===== config.mk =====
export PLATFORM = sky130hd
export DESIGN_NAME = pidec_ram
export DESIGN_NICKNAME = d
export VERILOG_FILES = /design/src/assert_macros.svh /design/src/pidec_ram.sv
export SDC_FILE = /design/constraint.sdc
export NUM_CORES = 2
export LEC_CHECK = 0
export BUFFER_PORTS_ARGS = -buffer_cell sky130_fd_sc_hd__buf_4
export CORE_MARGIN = 2
export CORE_UTILIZATION = 40
export DETAILED_ROUTE_END_ITERATION = 10
export RECOVER_POWER = 25
export SLEW_MARGIN = 20
export SYNTH_ARGS = -nofsm -noshare
export SYNTH_HDL_FRONTEND = slang
export SYNTH_SLANG_ARGS = --single-unit

===== constraint.sdc =====
create_clock -name clk_i -period 5.9 [get_ports clk_i]
set_clock_uncertainty 0.1 [all_clocks]
set_input_delay 1.18 -clock clk_i [delete_from_list [all_inputs] [get_ports clk_i]]
set_output_delay 1.18 -clock clk_i [all_outputs]
set_load 0.005 [all_outputs]

===== src/assert_macros.svh =====
// Assertion macros used by the decoder top level.
`ifndef ASSERT_MACROS_SVH
`define ASSERT_MACROS_SVH

// Concurrent assertion on a clock, switched off while reset is asserted.
`define ASSERT_CLK(label, clk, rst_n, prop, msg) \
  label: assert property (@(posedge clk) disable iff (!rst_n) (prop)) else $error(msg);

// Concurrent assertion that a condition never holds outside reset.
`define ASSERT_NEVER(label, clk, rst_n, cond, msg) \
  label: assert property (@(posedge clk) disable iff (!rst_n) !(cond)) else $error(msg);

`endif


===== src/pidec_ram.sv =====
// Generic single-write, single-read synchronous RAM with registered read data.
module pidec_ram #(
  parameter int unsigned Width = 16,
  parameter int unsigned Depth = 256
) (
  input  logic                     clk_i,
  input  logic                     we_i,
  input  logic [$clog2(Depth)-1:0] waddr_i,
  input  logic [Width-1:0]         wdata_i,
  input  logic                     re_i,
  input  logic [$clog2(Depth)-1:0] raddr_i,
  output logic [Width-1:0]         rdata_o
);

  logic [Width-1:0] mem_q [Depth];

  always_ff @(posedge clk_i) begin
    if (we_i) begin
      mem_q[waddr_i] <= wdata_i;
    end
    if (re_i) begin
      rdata_o <= mem_q[raddr_i];
    end
  end

endmodule


After elaboration in Yosys (flattened, before gate mapping)
Memory sizes are Yosys's and may differ from the RTL's. A register that Yosys moved wholly into a read port is not among the register bits.
Cells that the tools add are included.
Cells by class
  divide/modulo/power cells: 0
  add/subtract/negate cells: 0
  reductions and logical operators: 0
  shifts and indexed selects: 0
  muxes and demuxes: 2
  equal/unequal tests: 0
  multipliers: 0
  order comparisons: 0
  bitwise operators: 0
Operators with widths (number)
  $mux 1: 2
Storage, ports and cells
  memories: 1
  output and inout port bits: 16
  bits in writable memories: 4096
  latch bits: 0
  input port bits: 35
  logic and storage cells: 3
  register bits after elaboration: 0
  memory bits (read-only): 0
Memory list
  mem_q: words 256, bits a word 16, rd ports 1, clocked after Yosys merged registers in 1, write ports 1, RTL line pidec_ram.sv:15  | logic [Width-1:0] mem_q [Depth];

Logic depth before layout (Yosys ltp)
  depth in word-level cells: 2
  depth in mapped cells: 12
  depth with buffers taken out: 6

Worst setup path after synthesis
OpenSTA, ideal clock, no wires.
  kind: in2reg
  from: in raddr_i[0]
  to: reg rdata_o[4], read port of mem_q (data pin)
  data arrival time: 3164 ps
  path buffers: 3
  stages: 8
  required time: 5535 ps
  library setup time: 265 ps
  slack: 2371 ps
  cells stage by stage: buf_6 buf_6 buf_2 mux4_2 mux4_2 a22o_1 o32ai_2 nor4_2
RTL lines
  start: declaration: RTL line pidec_ram.sv:11  | input logic [$clog2(Depth)-1:0] raddr_i,
  end: declaration: RTL line pidec_ram.sv:12  | output logic [Width-1:0] rdata_o

Worst setup path after layout
  from: in wdata_i[6]
  to: mem mem_q[65][6] (data pin)
RTL lines
  start: declaration: RTL line pidec_ram.sv:9  | input logic [Width-1:0] wdata_i,
  end: declaration: RTL line pidec_ram.sv:15
No word-level cell before the write port.

==> flow_metrics.tcl <==
set metrics [dict create \
    grt_overflow 0 \
    endpoint_kind "flop" \
    netlist_area_um2 159000 \
    syn-instance-count 7360 \
    rows 231 \
    clkTransAtPathRegs_ps 60 \
    post-cts-setup-buffers 0 \
    grt_pass1_vias 77900 \
    die_area_um2 402000 \
    cts_num_sinks 4112 \
    critical_path_required_ps 6040 \
    cp_cell_sequence "clkbuf_1 -> clkbuf_2" \
    final_nets 7876 \
    holdCritPathClass "input pin to flop" \
    yosys.cell_types.count 51 \
    worst_path_max_delay_cell "clkbuf_2" \
    worst_pin_slew_ps 4780 \
    dieWidth_um 634 \
    seqPwrFrac 0.539 \
    cp_max_fo 144 \
    hpwl_mm 254 \
    cts_htree_levels 5 \
    p_sw_mw 12.7 \
    slew_violations 1682 \
    drc_errors 0 \
    grt_max_degree 178 \
    synth_seq_area_share 0.777 \
    period_needed_ps 4910 \
    die_h_um 634 \
    totalWireLength_mm 427 \
    max_freq_ghz 0.204 \
    crit_path_start_kind "input pin" \
    fin_crit_sh 0.832 \
    cts_root_buf "clkbuf_16" \
    ios 51 \
    first_iter_violations 9923 \
    drtAntennaViolNets 0 \
    placed_cells 12700 \
    p_leak_nw 56.6 \
    status "finished, violations left" \
    antenna_found_initial 28 \
    io_buffers 50 \
    syn_nets 7395 \
    crit_type "input pin to flop" \
    avgSynthCellArea_um2 21.6 \
    cts_tree "built" \
    slowest_delay_ps 2340 \
    synth-edff-count 4112 \
    start_util 0.402 \
    grt_pass1_wl_mm 599 \
    clock_latency_ps 960 \
    failed_checks "max-capacitance violations, max-slew violations" \
    synth_flop_cell "edfxtp_1" \
    drt_pass1_iterations 5 \
    cts_buffer_depth 4 \
    power_frac_comb 0.050 \
    areaGrowthSynthToFinish_pct 13.6 \
    synth-seq-cells 4112 \
    p_per_area_nw_per_um2 332 \
    grt_setup_unrepaired "no" \
    coreArea_um2 396000 \
    synthArstFlopShare 0 \
    viasPerCell 5.86 \
    path_delay_family "buffers and inverters" \
    drive_gt1_frac 0.253 \
    hold_viol 0 \
    intPower_mw 47.2 \
    stdcell_count 13400 \
    irDropWorstVdd_uv 311 \
    switching_share 0.212 \
    clkPwrFrac 0.411 \
    cap_violations 18 \
    gp_congestion 0.854 \
    yosysWarnings 0 \
    cts_buffers 402 \
    maxSlewHeadroom -2.18 \
    crit_arrival_ps 5050 \
    post_cts_resized 0 \
    post_drt_wl_per_cell_um 31.8 \
    track_usage 0.209 \
    finalSetupViolations 0 \
    vias 78600 \
    tns_ps 0 \
    cts_hold_buf 0 \
    nFillCells 32500 \
    cp.buffers_inverters 2 \
]
[Yosys cell counts (76+ instances only)]
cell	number	area (um2)
mux2_2	88	991
a21oi_1	175	876
nor3_1	92	460
o22ai_1	148	926
buf_6	77	867
buf_2	76	380
nor2_1	304	1140
mux2i_1	565	5660
clkbuf_1	230	863
o221ai_1	252	2210
edfxtp_1	4112	123000
mux4_2	797	17900
[worst paths after layout]
kind | slack, ps | start | end | cells after the start
min reg2reg | 1090 | mem_q[100][4]$_DFFE_PP_ | rdata_o[4]$_DFFE_PP_ | 5
max reg2reg | 2340 | mem_q[131][11]$_DFFE_PP_ | rdata_o[11]$_DFFE_PP_ | 8
min | 700 | wdata_i[3] | mem_q[110][3]$_DFFE_PP_ | 1
max | 990 | wdata_i[6] | mem_q[65][6]$_DFFE_PP_ | 2
[cells in the final DEF, fill, tap and decap left out, types with 95 or more instances in the layout]
cell	n
nor2_1	202
o22ai_1	148
a21oi_1	175
o221ai_1	252
clkbuf_1	95
buf_4	445
mux2i_1	565
clkbuf_16	406
edfxtp_1	4112
mux4_2	797
clkinv_1	104
[through the flow]
stage               worst slack [ps]  utilization  hold WS (ps)  instance area [um2]  total power, mW
finish                           990        0.456           699               181000             60.0
global route                     774        0.456           678               180000             61.6
CTS                             1600        0.456           479               181000             60.3
detailed placement               580        0.425          1070               168000             35.9
global placement                 507        0.424          1070               168000             35.9
floorplan                       2370            -           873               159000             34.4
[flip-flops by register name (all words and copies together), names as in the netlist]
name and flops:
mem_q 4096, rdata_o 16
[power by group through the flow]
stage | logic [mW] | clock network, mW | registers (mW)
global placement | 2.99 | 0 | 32.9
CTS | 3.05 | 25.0 | 32.3
detailed placement | 3.04 | 0 | 32.9
global route | 3.16 | 26.1 | 32.3
finish | 3.01 | 24.6 | 32.3
floorplan | 1.59 | 0 | 32.9
[area by class of cell]
class	count	area [um2]	area share
repair buffers	529	4660	0.0258
multi-input cells	2792	33300	0.184
clock inverters	221	1990	0.0110
well taps	5242	6560	0.0363
flip-flops and latches	4112	123000	0.684
clock buffers	489	10500	0.0580
inverters	4	27.5	0.000152
diodes	19	47.5	0.000263
[layer usage]
layer  track usage  vias up  share of wire
li1              -    32300              -
met4        0.0739        6          0.039
met3        0.0357      641          0.079
met5             0        -       0.000094
met2         0.345     3532           0.49
met1         0.281    42100           0.39
[cells by family after synthesis]
group,count (synthesis),share of synthesized area
flip-flops,4112,0.777
multiplexers,1450,0.155
AO/OA/AOI/OAI,786,0.0353
AND/OR/NAND/NOR,556,0.0157
buffers and inverters,456,0.0169
No activity file was read; power rests on OpenSTA's default activity.
